File: config.mk
export PLATFORM = sky130hd
export DESIGN_NAME = multilevel_queue_scheduler
export DESIGN_NICKNAME = d
export VERILOG_FILES = /design/src/hw/rtl/mlqs_pkg.sv /design/src/hw/rtl/multilevel_queue_scheduler.sv /design/src/hw/rtl/mlqs_ctrl.sv /design/src/hw/rtl/mlqs_datapath.sv
export SDC_FILE = /design/constraint.sdc
export NUM_CORES = 1
export LEC_CHECK = 0
export BUFFER_PORTS_ARGS = -buffer_cell sky130_fd_sc_hd__buf_4
export CAP_MARGIN = 30
export CORE_AREA = 2 2 208 210
export CTS_BUF_LIST = sky130_fd_sc_hd__clkbuf_16
export DETAILED_ROUTE_END_ITERATION = 10
export DIE_AREA = 0 0 210 212
export GPL_TIMING_DRIVEN = 1
export PLACE_DENSITY = 0.8
export SLEW_MARGIN = 20
export SYNTH_ARGS = -nofsm -noshare
export SYNTH_HDL_FRONTEND = slang
export SYNTH_SLANG_ARGS = --single-unit
File: constraint.sdc
create_clock -name clk -period 8.3 [get_ports clk]
set_input_delay 0.415 -clock clk [delete_from_list [all_inputs] [get_ports clk]]
set_output_delay 0.415 -clock clk [all_outputs]
set_load 0.02 [all_outputs]
File: src/hw/rtl/mlqs_pkg.sv
`default_nettype none
// ----------------------------------------------------------------------------
// mlqs_pkg: shared types and constants for the multilevel queue scheduler
// Sizes, request and level codes, controller states and the command and
// status words that join the controller to the datapath.
// ----------------------------------------------------------------------------
package mlqs_pkg;

  localparam int MAX_PROCS = 16;
  localparam int IDX_W     = $clog2(MAX_PROCS);
  localparam int CNT_W     = $clog2(MAX_PROCS + 1);
  localparam int BURST_W   = 16;
  localparam int TIME_W    = 20;
  localparam int LEVEL_W   = 2;
  localparam int PROC_ID_W = 4;
  localparam int CFG_IDX_W = 2;

  // request codes
  localparam logic [1:0] REQ_LOAD  = 2'd0;
  localparam logic [1:0] REQ_SLICE = 2'd1;
  localparam logic [1:0] REQ_CLEAR = 2'd2;

  // configuration register indexes
  localparam logic [CFG_IDX_W-1:0] CFG_LEVEL1_LIMIT   = 2'd0;
  localparam logic [CFG_IDX_W-1:0] CFG_LEVEL2_LIMIT   = 2'd1;
  localparam logic [CFG_IDX_W-1:0] CFG_LEVEL1_QUANTUM = 2'd2;
  localparam logic [CFG_IDX_W-1:0] CFG_LEVEL2_QUANTUM = 2'd3;

  // queue levels
  localparam logic [LEVEL_W-1:0] LEVEL_NONE = 2'd0;
  localparam logic [LEVEL_W-1:0] LEVEL_1    = 2'd1;
  localparam logic [LEVEL_W-1:0] LEVEL_2    = 2'd2;
  localparam logic [LEVEL_W-1:0] LEVEL_3    = 2'd3;

  // register reset values
  localparam logic [BURST_W-1:0] LEVEL1_LIMIT_RST   = 16'd4;
  localparam logic [BURST_W-1:0] LEVEL2_LIMIT_RST   = 16'd8;
  localparam logic [BURST_W-1:0] LEVEL1_QUANTUM_RST = 16'd4;
  localparam logic [BURST_W-1:0] LEVEL2_QUANTUM_RST = 16'd8;

  typedef enum logic [1:0] {
    ST_IDLE,
    ST_SCAN,
    ST_RUN,
    ST_OUT
  } state_t;

  typedef struct packed {
    logic                 load;
    logic                 clear;
    logic                 report_empty;
    logic                 scan_init;
    logic                 scan;
    logic                 run;
    logic                 emit;
  } ctrl_cmd_t;

  typedef struct packed {
    logic any_pending;
    logic hit;
  } dp_status_t;

  typedef struct packed {
    logic [LEVEL_W-1:0] level;
    logic [BURST_W-1:0] remaining;
  } entry_t;

  // advance a process index, wrapping at the table depth
  function automatic logic [IDX_W-1:0] next_idx(input logic [IDX_W-1:0] idx);
    logic [IDX_W-1:0] r;
    if (idx == IDX_W'(MAX_PROCS - 1)) begin
      r = '0;
    end else begin
      r = idx + 1'b1;
    end
    return r;
  endfunction

endpackage
`default_nettype wire

File: src/hw/rtl/multilevel_queue_scheduler.sv
`default_nettype none
// ----------------------------------------------------------------------------
// multilevel_queue_scheduler: three-level process scheduler
// Loads processes into three levels by burst time and hands out execution
// slices: levels 1 and 2 round robin with their own quantum, level 3 FCFS.
// ----------------------------------------------------------------------------
// Using the block: raise start with req_type and burst_time while busy is
// low. Loads, clears and unused codes are taken while the sequencer stays
// idle, so busy never rises. A slice request with work left raises busy and
// steps through scan, run and output; the scan reads the process table
// memory, which gives one entry per cycle, until it finds the next runnable
// entry of the serving level. A slice request with no work left returns the
// all_finished word in the next cycle. Every result word is shown for
// exactly one cycle with result_valid high; there is no way to hold it off,
// so sample it then. Configuration writes are taken whenever busy is low
// (cfg_ready mirrors that) and must not overlap pending work. Time runs on
// across levels and wraps at 2^20; a clear resets time and the process list
// but keeps the configuration.
// ----------------------------------------------------------------------------
module multilevel_queue_scheduler import mlqs_pkg::*; (
  input  wire logic                 clk,
  input  wire logic                 rst,
  input  wire logic                 start,
  output logic                      busy,
  input  wire logic [1:0]           req_type,
  input  wire logic [BURST_W-1:0]   burst_time,
  output logic                      result_valid,
  output logic [PROC_ID_W-1:0]      proc_id,
  output logic [TIME_W-1:0]         slice_start,
  output logic [TIME_W-1:0]         slice_end,
  output logic                      preempted,
  output logic [LEVEL_W-1:0]        level,
  output logic                      all_finished,
  input  wire logic                 cfg_valid,
  output logic                      cfg_ready,
  input  wire logic [CFG_IDX_W-1:0] cfg_index,
  input  wire logic [BURST_W-1:0]   cfg_data
);

  ctrl_cmd_t  cmd;
  dp_status_t status;
  logic       cfg_we;

  // take a config word only between requests
  assign cfg_ready = !busy;
  assign cfg_we    = cfg_valid && cfg_ready;

  mlqs_ctrl u_ctrl (
    .clk      (clk),
    .rst      (rst),
    .start    (start),
    .req_type (req_type),
    .status   (status),
    .busy     (busy),
    .cmd      (cmd)
  );

  mlqs_datapath u_datapath (
    .clk          (clk),
    .rst          (rst),
    .cmd          (cmd),
    .status       (status),
    .burst_time   (burst_time),
    .cfg_we       (cfg_we),
    .cfg_index    (cfg_index),
    .cfg_data     (cfg_data),
    .result_valid (result_valid),
    .proc_id      (proc_id),
    .slice_start  (slice_start),
    .slice_end    (slice_end),
    .preempted    (preempted),
    .level        (level),
    .all_finished (all_finished)
  );

  // a result word always lands after the sequencer has gone idle
  a_result_idle: assert property (@(posedge clk) disable iff (rst)
    result_valid |-> !busy)
    else $error("result word shown while busy");

  // the done word carries no slice
  a_done_word: assert property (@(posedge clk) disable iff (rst)
    (result_valid && all_finished) |->
      (proc_id == '0 && level == LEVEL_NONE && !preempted &&
       slice_start == '0 && slice_end == '0))
    else $error("done word carries slice fields");

  // a real slice names a level
  a_slice_level: assert property (@(posedge clk) disable iff (rst)
    (result_valid && !all_finished) |->
      (level == LEVEL_1 || level == LEVEL_2 || level == LEVEL_3))
    else $error("slice without a level");

  // first come first served never leaves time behind
  a_fcfs_complete: assert property (@(posedge clk) disable iff (rst)
    (result_valid && level == LEVEL_3) |-> !preempted)
    else $error("level 3 slice preempted");

endmodule
`default_nettype wire

File: src/hw/rtl/mlqs_ctrl.sv
`default_nettype none
// ----------------------------------------------------------------------------
// mlqs_ctrl: scheduler sequencer
// Decodes requests and steps a slice request through scan, run and output.
// ----------------------------------------------------------------------------
module mlqs_ctrl import mlqs_pkg::*; (
  input  wire logic       clk,
  input  wire logic       rst,
  input  wire logic       start,
  input  wire logic [1:0] req_type,
  input  wire dp_status_t status,
  output logic            busy,
  output ctrl_cmd_t       cmd
);

  state_t state;
  state_t state_next;

  always_ff @(posedge clk) begin
    if (rst) begin
      state <= ST_IDLE;
    end else begin
      state <= state_next;
    end
  end

  always_comb begin
    state_next = state;
    cmd        = '0;
    busy       = (state != ST_IDLE);
    unique case (state)
      ST_IDLE: begin
        if (start) begin
          unique case (req_type)
            REQ_LOAD:  cmd.load  = 1'b1;
            REQ_CLEAR: cmd.clear = 1'b1;
            REQ_SLICE: begin
              if (status.any_pending) begin
                cmd.scan_init = 1'b1;
                state_next    = ST_SCAN;
              end else begin
                cmd.report_empty = 1'b1;
              end
            end
            default: ;
          endcase
        end
      end
      ST_SCAN: begin
        cmd.scan = 1'b1;
        if (status.hit) begin
          state_next = ST_RUN;
        end
      end
      ST_RUN: begin
        cmd.run    = 1'b1;
        state_next = ST_OUT;
      end
      ST_OUT: begin
        cmd.emit   = 1'b1;
        state_next = ST_IDLE;
      end
      default: state_next = ST_IDLE;
    endcase
  end

endmodule
`default_nettype wire

File: src/hw/rtl/mlqs_datapath.sv
`default_nettype none
// ----------------------------------------------------------------------------
// mlqs_datapath: process table, level counters, timer and result registers
// Holds the configuration, the process memory and the slice arithmetic.
// ----------------------------------------------------------------------------
module mlqs_datapath import mlqs_pkg::*; (
  input  wire logic                 clk,
  input  wire logic                 rst,
  input  wire ctrl_cmd_t            cmd,
  output dp_status_t                status,
  input  wire logic [BURST_W-1:0]   burst_time,
  input  wire logic                 cfg_we,
  input  wire logic [CFG_IDX_W-1:0] cfg_index,
  input  wire logic [BURST_W-1:0]   cfg_data,
  output logic                      result_valid,
  output logic [PROC_ID_W-1:0]      proc_id,
  output logic [TIME_W-1:0]         slice_start,
  output logic [TIME_W-1:0]         slice_end,
  output logic                      preempted,
  output logic [LEVEL_W-1:0]        level,
  output logic                      all_finished
);

  logic [BURST_W-1:0] level1_limit;
  logic [BURST_W-1:0] level2_limit;
  logic [BURST_W-1:0] level1_quantum;
  logic [BURST_W-1:0] level2_quantum;

  entry_t mem [MAX_PROCS];

  logic [CNT_W-1:0]   proc_count;
  logic [CNT_W-1:0]   pend1;
  logic [CNT_W-1:0]   pend2;
  logic [CNT_W-1:0]   pend3;
  logic [LEVEL_W-1:0] serving_level;
  logic [IDX_W-1:0]   scan_index;
  logic [TIME_W-1:0]  clock_time;

  logic [IDX_W-1:0]   ptr;
  logic [IDX_W-1:0]   rd_addr;
  logic               rd_valid;
  entry_t             rd_data;
  logic [LEVEL_W-1:0] cur_level;
  logic [IDX_W-1:0]   hit_idx;
  logic [BURST_W-1:0] hit_rem;
  logic [BURST_W-1:0] run_len;
  logic               run_preempt;

  logic [LEVEL_W-1:0] sel_level;
  logic [LEVEL_W-1:0] load_level;
  logic               load_ok;
  logic               hit;
  logic [BURST_W-1:0] quantum;
  logic               finish;
  logic [BURST_W-1:0] run_amt;
  logic               mem_we;
  logic [IDX_W-1:0]   mem_waddr;
  entry_t             mem_wdata;
  logic [TIME_W-1:0]  clock_sum;

  // lowest level with work left
  always_comb begin
    if (pend1 != '0) begin
      sel_level = LEVEL_1;
    end else if (pend2 != '0) begin
      sel_level = LEVEL_2;
    end else begin
      sel_level = LEVEL_3;
    end
  end

  always_comb begin
    if (burst_time <= level1_limit) begin
      load_level = LEVEL_1;
    end else if (burst_time <= level2_limit) begin
      load_level = LEVEL_2;
    end else begin
      load_level = LEVEL_3;
    end
  end

  assign load_ok = cmd.load && (proc_count < CNT_W'(MAX_PROCS));

  assign hit = rd_valid && (CNT_W'(rd_addr) < proc_count) &&
               (rd_data.level == cur_level) && (rd_data.remaining != '0);

  assign status.any_pending = (pend1 != '0) || (pend2 != '0) || (pend3 != '0);
  assign status.hit         = hit;

  // slice length: quantum of zero acts as one, level 3 runs to completion
  always_comb begin
    quantum = (cur_level == LEVEL_1) ? level1_quantum : level2_quantum;
    if (quantum == '0) begin
      quantum = BURST_W'(1);
    end
    finish  = (cur_level == LEVEL_3) || (hit_rem <= quantum);
    run_amt = finish ? hit_rem : quantum;
  end

  always_comb begin
    mem_we    = 1'b0;
    mem_waddr = hit_idx;
    mem_wdata = '{level: cur_level, remaining: hit_rem - run_amt};
    if (load_ok) begin
      mem_we    = 1'b1;
      mem_waddr = proc_count[IDX_W-1:0];
      mem_wdata = '{level: load_level, remaining: burst_time};
    end else if (cmd.run) begin
      mem_we = 1'b1;
    end
  end

  assign clock_sum = clock_time + TIME_W'(run_len);

  always_ff @(posedge clk) begin
    if (mem_we) begin
      mem[mem_waddr] <= mem_wdata;
    end
    rd_data <= mem[ptr];
  end

  // configuration registers
  always_ff @(posedge clk) begin
    if (rst) begin
      level1_limit   <= LEVEL1_LIMIT_RST;
      level2_limit   <= LEVEL2_LIMIT_RST;
      level1_quantum <= LEVEL1_QUANTUM_RST;
      level2_quantum <= LEVEL2_QUANTUM_RST;
    end else if (cfg_we) begin
      unique case (cfg_index)
        CFG_LEVEL1_LIMIT:   level1_limit   <= cfg_data;
        CFG_LEVEL2_LIMIT:   level2_limit   <= cfg_data;
        CFG_LEVEL1_QUANTUM: level1_quantum <= cfg_data;
        CFG_LEVEL2_QUANTUM: level2_quantum <= cfg_data;
        default: ;
      endcase
    end
  end

  // scheduler state
  always_ff @(posedge clk) begin
    if (rst || cmd.clear) begin
      proc_count    <= '0;
      pend1         <= '0;
      pend2         <= '0;
      pend3         <= '0;
      serving_level <= LEVEL_1;
      scan_index    <= '0;
      clock_time    <= '0;
    end else begin
      if (load_ok) begin
        proc_count <= proc_count + 1'b1;
        if (burst_time != '0) begin
          unique case (load_level)
            LEVEL_1: pend1 <= pend1 + 1'b1;
            LEVEL_2: pend2 <= pend2 + 1'b1;
            default: pend3 <= pend3 + 1'b1;
          endcase
        end
      end
      if (cmd.scan_init && (sel_level != serving_level)) begin
        serving_level <= sel_level;
        scan_index    <= '0;
      end
      if (cmd.run) begin
        scan_index <= next_idx(hit_idx);
        if (finish) begin
          unique case (cur_level)
            LEVEL_1: pend1 <= pend1 - 1'b1;
            LEVEL_2: pend2 <= pend2 - 1'b1;
            default: pend3 <= pend3 - 1'b1;
          endcase
        end
      end
      if (cmd.emit) begin
        clock_time <= clock_sum;
      end
    end
  end

  // scan pointer and read pipeline
  always_ff @(posedge clk) begin
    if (rst) begin
      ptr      <= '0;
      rd_valid <= 1'b0;
    end else if (cmd.scan_init) begin
      ptr      <= (sel_level != serving_level) ? '0 : scan_index;
      rd_valid <= 1'b0;
    end else if (cmd.scan && !hit) begin
      ptr      <= next_idx(ptr);
      rd_valid <= 1'b1;
    end
  end

  always_ff @(posedge clk) begin
    if (cmd.scan_init) begin
      cur_level <= sel_level;
    end
    if (cmd.scan && !hit) begin
      rd_addr <= ptr;
    end
    if (cmd.scan && hit) begin
      hit_idx <= rd_addr;
      hit_rem <= rd_data.remaining;
    end
    if (cmd.run) begin
      run_len     <= run_amt;
      run_preempt <= !finish;
    end
  end

  // result word
  always_ff @(posedge clk) begin
    if (rst) begin
      result_valid <= 1'b0;
    end else begin
      result_valid <= cmd.emit || cmd.report_empty;
    end
  end

  always_ff @(posedge clk) begin
    if (cmd.emit) begin
      proc_id      <= PROC_ID_W'(hit_idx);
      slice_start  <= clock_time;
      slice_end    <= clock_sum;
      preempted    <= run_preempt;
      level        <= cur_level;
      all_finished <= 1'b0;
    end else if (cmd.report_empty) begin
      proc_id      <= '0;
      slice_start  <= '0;
      slice_end    <= '0;
      preempted    <= 1'b0;
      level        <= LEVEL_NONE;
      all_finished <= 1'b1;
    end
  end

endmodule
`default_nettype wire

### Yosys cells after proc, flatten, opt, wreduce, memory -nomap -nowiden

Memory sizes are Yosys's and may differ from the RTL's. A register that Yosys moved wholly into a read port is not among the register bits.
Cells that the tools add are included.

* bits in registers: 209
* bits in writable memories: 288
* output and inout port bits: 51
* logic and storage cells: 164
* memories: 1

Memories
* u_datapath.mem: words 16, bits a word 18, read ports 1, clocked after Yosys merged registers in 1, wr ports 1, line mlqs_datapath.sv:29 `entry_t mem [MAX_PROCS];`

* add/sub/neg operators: 11
* order comparisons: 5
* equality and inequality tests: 21
* mux-type cells: 62
* reductions and logical operators: 37

Operator list (count)
* 5-bit two-way mux: 18
* 20-bit two-way mux: 3
* 16-bit less-or-equal comparator: 3
* 16-bit two-way mux: 3
* 4-bit two-way mux: 12
* 16-bit nonzero test: 2
* 20-bit by 16-bit adder with 20-bit output: 1
* 5-bit by 1-bit adder with 5-bit output, second input constant: 4
* 18-bit two-way mux: 1
* 2-bit two-way mux: 9
* 2-bit == test, second input constant: 8
* 16-bit zero test: 1
* 16-bit subtractor: 1
* 1-bit two-way mux: 15
* 5-bit nonzero test: 3
* 5-bit by 1-bit subtractor with 5-bit output, second input constant: 3
* 2-bit by 1-bit == test with 1-bit output, second input constant: 5
* 4-bit by 1-bit adder with 4-bit output, second input constant: 2
* 4-bit == test, second input constant: 2
* 1-bit logical AND: 8
* 2-bit one-hot mux with 4 select lines: 1
* 2-bit AND reduction: 4
* 2-bit nonzero test: 4
* 2-bit zero test: 3
* other kinds (10): 20

### Logic depth before layout (Yosys ltp)

Gate-level depths: netlist (run 1).

* depth after elaboration: 12
* gate-level depth with buffers: 29
* gate-level depth less buffers: 26

### Cells and area by module

Synthesis (run 1) repeated with hierarchy kept, for this count alone.

* cell total of the unflattened synthesis: 1750
* area, all modules: 22935.7 um^2

Modules (own cells, without submodules)
* mlqs_datapath: times used 1, cells each 1723, area an instance 22709.3 um^2, seq. area each 14053.5 um^2
* mlqs_ctrl: times used 1, cells each 25, area an instance 216.5 um^2, seq. area each 40.0 um^2
* multilevel_queue_scheduler: times used 1, cells each 2, area an instance 10.0 um^2, seq. area each 0.0 um^2

### Worst setup path after synthesis (run 1)

OpenSTA, ideal clock, no wires.

* kind: reg-to-reg
* from: register u_datapath.cur_level[1]
* to: memory u_datapath.mem[0][10] in the netlist's numbering (data pin)
* arrival: 6.413 ns
* setup slack: 1.572 ns
* stages on the path, launching flop included: 28
* buffers on the path: 5
* period minus slack after synthesis: 6.728 ns
* cells stage by stage: edfxtp_1 > inv_1 > ha_1 > buf_12 > clkbuf_1 > mux2i_1 > nand4_1 > nor4_1 > a211o_1 > ha_1 > nor2b_1 > o211ai_1 > a21boi_2 > o31ai_2 > clkbuf_1 > buf_2 > buf_2 > nand2_1 > o21a_1 > fa_1 > a21o_1 > a21oi_1 > o21bai_1 > o211a_1 > a2111o_2 > a21oi_4 > o41ai_4 > o41ai_2

RTL lines
* start: declaration: line mlqs_datapath.sv:43 `logic [LEVEL_W-1:0] cur_level;`
* start signal: assignment: line mlqs_datapath.sv:197 `cur_level <= sel_level;`
* end: declaration: line mlqs_datapath.sv:29

==> results.yml, run 1 <==
grt:
  grt_max_degree: 69
  grt_antenna_before_repair: 0
  top_usage_layer: "met2"
  grtUsageTotal_pct: 25.5
  grt_pass1_vias: 14794
  grt-ovfl-total: 0
  grt_pass1_wl_um: 85400
  met3_usage_pct: 5.55
  grt_use_met2_pct: 42.8
  grt.met1_usage_pct: 32.1
final_layout:
  stdcell_count: 2464
  multi_input_area_sq_um: 8330
  fin_area_sq_um: 26200
  final_util_pct: 61.5
  area_delta_synth_final_pct: 13.9
  finalNetCount: 2010
  fillers: 3131
  diodes: 0
  ff_latch_area_sq_um: 14100
  drive_gt1_share_pct: 18.2
floorplanning:
  fp.dieH_um: 212
  die_x_um: 210
  start_util_pct: 54.0
  core_area_sq_um: 42500
  dieArea_sq_um: 44500
  pin_count: 91
  placementRows: 76
logic_synthesis:
  avgSynthCellArea_sq_um: 13.1
  yosysMostFrequentCell: "edfxtp_1"
  yosys_warnings: 0
  synthesis.area_sq_um: 23000
  synth_edf_count: 378
  synth_common_cells: "edfxtp_1 (378), nand2_1 (224), dfxtp_1 (137)"
  syn_nets: 1886
  postSynthCellCount: 1753
  synth_top_area_cell: "edfxtp_1"
  seq_area_frac_synth_pct: 61.3
  synthArstFlopShare_pct: 0
  yosysTopAreaCellShare_pct: 49.4
  yosys.cell_types.count: 78
  ys.flop_type: "edfxtp_1"
  ys_ff_latch: 515
  synthTopCellsByArea: "edfxtp_1 (49%), dfxtp_1 (12%), mux4_2 (8.8%), ha_1 (5.0%), nand2_1 (3.7%)"
power:
  p_per_area_nw_per_um2: 244
  leakage_nw: 9.20
  peakVddDrop_mv: 0.169
cts:
  cts-htree-levels: 2
  cts_setup_buffers: 0
  cts_tree: "done"
  clk_transition_reported_paths_ns: 0.06
  clock_latency_ns: 0.61
  cts_root_buffer: "clkbuf_16"
  cts_buffers: 50
  cts_resized: 0
  clk_path_buf_depth: 3
  cts.sinks: 515
  postCtsHoldBufs: 0
flow_run:
  cap_violations: 0
critical_path:
  worstPathArrival_ns: 7.44
  cp-end-kind: "flop"
  startpoint_type: "flop"
  crit_type: "reg -> reg"
  cp.required_ns: 8.57
  critPathMaxFanout: 19
placement:
  dp_hpwl_um: 36400
  gp_congestion: 0.883
  portBuffers: 90
  place_area_sq_um: 24500
  placed_cells: 2368
sta:
  fin_crit_ns: 7.16
  relSlewSlack_pct: 35.6
  rsz0062_at_grt: "no"
  hold_ws_ns: 0.0762
  fmax_mhz: 140
  drv_slew: 0
  period_share_pct: 86.3
  hold_violations: 0
  finClkSkew_ns: 0.0245
  tns_ns: 0
  tightest_slew_ns: 0.957
  setup_violations: 0
route:
  viasPerCell: 6.08
  num_vias: 14972
  drc_errors: 0
  ant_nets: 0
  drtIter0Drc: 1426
  routedWlPerCell_um: 22.7
  dr.pass1.iters: 5
  totalWireLength_um: 55900
hold_path:
  hold_path_class: "in -> reg"
status:
  outcome: "completed"
[state kept, by name, summed over array words and instances (netlist names), 4 cells and up]
register / cells
u_datapath.rd_data: 18
u_datapath.proc_count: 5
u_datapath.clock_time: 20
u_datapath.hit_rem: 16
u_datapath.level2_limit: 16
u_datapath.level1_limit: 16
u_datapath.pend2: 5
u_datapath.slice_end: 20
u_datapath.hit_idx: 4
u_datapath.pend1: 5
u_datapath.slice_start: 20
u_datapath.rd_addr: 4
u_datapath.run_len: 16
u_datapath.level2_quantum: 16
u_datapath.pend3: 5
u_datapath.mem: 288
u_datapath.scan_index: 4
u_datapath.ptr: 4
u_datapath.level1_quantum: 16
u_datapath.proc_id: 4
[kinds of logic after synthesis]
kind of cell | after synthesis | synth area share [%]
simple gates | 534 | 10.8
mux | 117 | 10.2
xor+xnor | 33 | 1.26
compound gates | 300 | 8.47
fa+ha+maj | 95 | 5.22
flops | 515 | 61.3
buf+inv | 159 | 2.70
[layout make-up]
type / instances / share of cell area [%]
sequential: 515 / 53.9
multi-input combinational: 1079 / 31.9
clock buffer: 50 / 4.78
timing repair buffer: 143 / 4.24
tap: 546 / 2.61
clock inverter: 43 / 1.34
inverter: 88 / 1.26
[layer usage]
layer	vias up	wire, um
li1	6810	-
met1	7341	21800
met2	679	26900
met3	142	4600
met4	0	2520
met5	-	0
[power by group]
group	internal, mW	switching (mW)	total [mW]	leakage, nW
registers	2.97	0.104	3.07	4.54
logic	0.484	0.613	1.10	3.84
clock network	1.26	0.968	2.23	0.827
total	4.71	1.69	6.40	9.20
[cell usage in the layout, fill, tap and decap left out, types with 5 or more instances in the layout]
cell type	n
clkinv_1	11
mux4_2	90
xor2_1	15
nor2b_1	12
ha_1	91
nor2_2	17
xnor2_1	18
and2_1	29
edfxtp_1	378
a21oi_1	122
nand4_1	16
nand3_1	27
a21o_1	17
nand2b_1	12
a31oi_1	18
dfxtp_1	135
nor3b_1	6
or3_1	12
clkbuf_16	50
buf_4	139
nor2_1	92
mux2i_1	22
and3_1	9
clkinv_2	12
nor4_1	18
inv_1	98
nand2_1	223
o31a_1	5
a211oi_1	6
o21a_1	26
o21ai_0	42
nor3_1	43
o2111ai_1	5
bufinv_16	5
[final timing paths]
| kind | startpoint | endpoint | slack [ns] | cells past startpoint |
|---|---|---|---|---|
| worst max-delay path | u_datapath.cur_level[1] | u_datapath.mem[9][14] | 1.14 | 27 |
| worst min-delay path | cfg_data[2] | u_datapath.level1_quantum[2] | 0.08 | 3 |
| worst max register to register | u_datapath.cur_level[1] | u_datapath.mem[9][14] | 1.14 | 27 |
| worst min register to register | u_datapath.all_finished | u_datapath.all_finished | 0.45 | 2 |
[worst max-delay path, stage by stage (launching register included)]
cell	delay (ns)
edfxtp_1	0.47
inv_1	0.11
ha_1	0.25
buf_4	0.35
mux2i_4	0.47
nand4_1	0.20
nor4_1	0.30
a211o_1	0.17
ha_1	0.23
and4_1	0.22
a21oi_1	0.30
o31ai_4	0.13
inv_1	0.07
buf_4	0.23
nand2_1	0.07
o21ai_0	0.11
ha_1	0.21
inv_1	0.05
fa_1	0.40
a21o_1	0.18
a21oi_1	0.22
o21bai_1	0.19
o211a_1	0.16
a2111o_2	0.48
nor2_2	0.23
o41ai_4	0.16
mux2i_1	0.15
nor2_1	0.72
[per-stage QoR]
stage	total power, mW	setup slack [ns]
2_1_floorplan	3.84	1.57
3_3_place_gp	4.15	1.21
3_5_place_dp	4.20	0.995
4_1_cts	6.43	0.981
5_1_grt	6.62	0.682
6_report	6.40	1.14
(Power assumes the default switching activity.)
==> inputs of run 2 (changes only) <==
==> constraint.sdc (replaced) <==
create_clock -name clk -period 8.3 [get_ports clk]
set_input_delay 0.83 -clock clk [delete_from_list [all_inputs] [get_ports clk]]
set_output_delay 0.83 -clock clk [all_outputs]
set_load 0.02 [all_outputs]
==> results.yml, run 2 (synthesized netlist as in run 1, its figures left out) <==
status:
  outcome: "completed"
cts:
  cts.sinks: 515
  clk_path_buf_depth: 3
  cts_root_buffer: "clkbuf_16"
  cts_resized: 0
  cts_setup_buffers: 0
  clk_transition_reported_paths_ns: 0.06
  cts_tree: "done"
  clock_latency_ns: 0.62
  cts-htree-levels: 2
  postCtsHoldBufs: 0
  cts_buffers: 51
grt:
  grtUsageTotal_pct: 25.5
  grt-ovfl-total: 0
  grt_max_degree: 69
  grt_pass1_vias: 14758
  grt_antenna_before_repair: 0
  grt_pass1_wl_um: 85200
sta:
  drv_slew: 0
  rsz0062_at_grt: "no"
  hold_violations: 0
  finClkSkew_ns: 0.0343
  fmax_mhz: 138
  period_share_pct: 87.3
  relSlewSlack_pct: 34.2
  setup_violations: 0
  tns_ns: 0
  tightest_slew_ns: 0.984
  fin_crit_ns: 7.25
power:
  p_per_area_nw_per_um2: 245
  leakage_nw: 9.25
  peakVddDrop_mv: 0.194
flow_run:
  cap_violations: 0
critical_path:
  worstPathArrival_ns: 7.53
  cp_num_cells: 27
  crit_type: "reg -> reg"
  critPathMaxFanout: 19
  r2r_end: "u_datapath.mem[14][14]"
  cp-end-kind: "flop"
  worst-path-buf-inv: 5
  startpoint_type: "flop"
  crit_start: "u_datapath.cur_level[1]"
  cp_slowest_cell: "nor2_1"
  endpoint: "u_datapath.mem[14][14]"
  crit_family: "compound AO/OA/AOI/OAI gates"
  r2r_start: "u_datapath.cur_level[1]"
  r2r_slack_ns: 1.05
  cp.required_ns: 8.58
  slowest_delay_ns: 0.77
  r2r_cells: 27
final_layout:
  regMostFlops: "u_datapath.mem"
  largest_reg_flops: 288
  fillers: 3149
  drive_gt1_share_pct: 18.1
  finalNetCount: 2010
  final_util_pct: 61.6
  final_cell_mix: "edfxtp_1 (378), nand2_1 (223), buf_4 (137)"
  area_delta_synth_final_pct: 14.0
  diodes: 0
  mostFrequentLayoutCell: "edfxtp_1"
hold_path:
  min_path_cells: 0
  hold_path_class: "reg -> reg"
floorplanning:
  fp.dieH_um: 212
  start_util_pct: 54.0
  placementRows: 76
  core_area_sq_um: 42500
  dieArea_sq_um: 44500
  die_x_um: 210
  pin_count: 91
route:
  drtIter0Drc: 1367
  dr.pass1.iters: 5
  viasPerCell: 6.05
  num_vias: 14908
  routedWlPerCell_um: 22.6
  ant_nets: 0
  totalWireLength_um: 55600
  drc_errors: 0
placement:
  dp_hpwl_um: 36300
  portBuffers: 90
  gp_congestion: 0.883
-- run 2: per-layer routing --
layer | vias up | global-route usage, % | wire length, um
met3 | 131 | 4.87 | 3530
met1 | 7418 | 31.7 | 22400
met5 | - | 0 | 0
met4 | 0 | 10.8 | 2340
met2 | 562 | 43.9 | 27400
li1 | 6797 | - | -
-- run 2: where the power goes --
part           switching, mW  internal [mW]  leakage, nW
combinational          0.614          0.488         3.84
sequential             0.103           2.97         4.54
clock                  0.978           1.26        0.873
-- run 2: worst min path at each step --
stage,startpoint,to
after detailed placement,u_datapath.rd_data[1],u_datapath.hit_rem[1]
final,u_datapath.rd_data[1],u_datapath.hit_rem[1]
after global routing,u_datapath.rd_data[14],u_datapath.hit_rem[14]
after global placement,u_datapath.rd_data[14],u_datapath.hit_rem[14]
after floorplan,u_datapath.rd_data[10],u_datapath.hit_rem[10]
after CTS,u_datapath.rd_data[1],u_datapath.hit_rem[1]
-- run 2: layout make-up --
class | instances | area [sq um] | area share [%]
Tap cell | 546 | 683 | 2.61
Clock buffer | 52 | 1300 | 4.97
Inverter | 88 | 330 | 1.26
Sequential cell | 515 | 14100 | 53.8
Clock inverter | 43 | 328 | 1.25
Timing Repair Buffer | 142 | 1120 | 4.27
Multi-Input combinational cell | 1079 | 8330 | 31.8
-- run 2: through the flow --
| step | area (sq um) | hold WS, ns | setup WS [ns] | std cells | total power [mW] |
|---|---|---|---|---|---|
| 6_report | 26200 | 0.444 | 1.05 | 2465 | 6.42 |
| 5_1_grt | 26200 | 0.457 | 0.515 | 2465 | 6.63 |
| 4_1_cts | 26200 | 0.447 | 0.981 | 2462 | 6.44 |
| 3_5_place_dp | 24500 | 0.432 | 1.00 | 2367 | 4.21 |
| 3_3_place_gp | 24400 | 0.431 | 1.21 | 2362 | 4.15 |
| 2_1_floorplan | 23000 | 0.409 | 1.57 | 1753 | 3.84 |
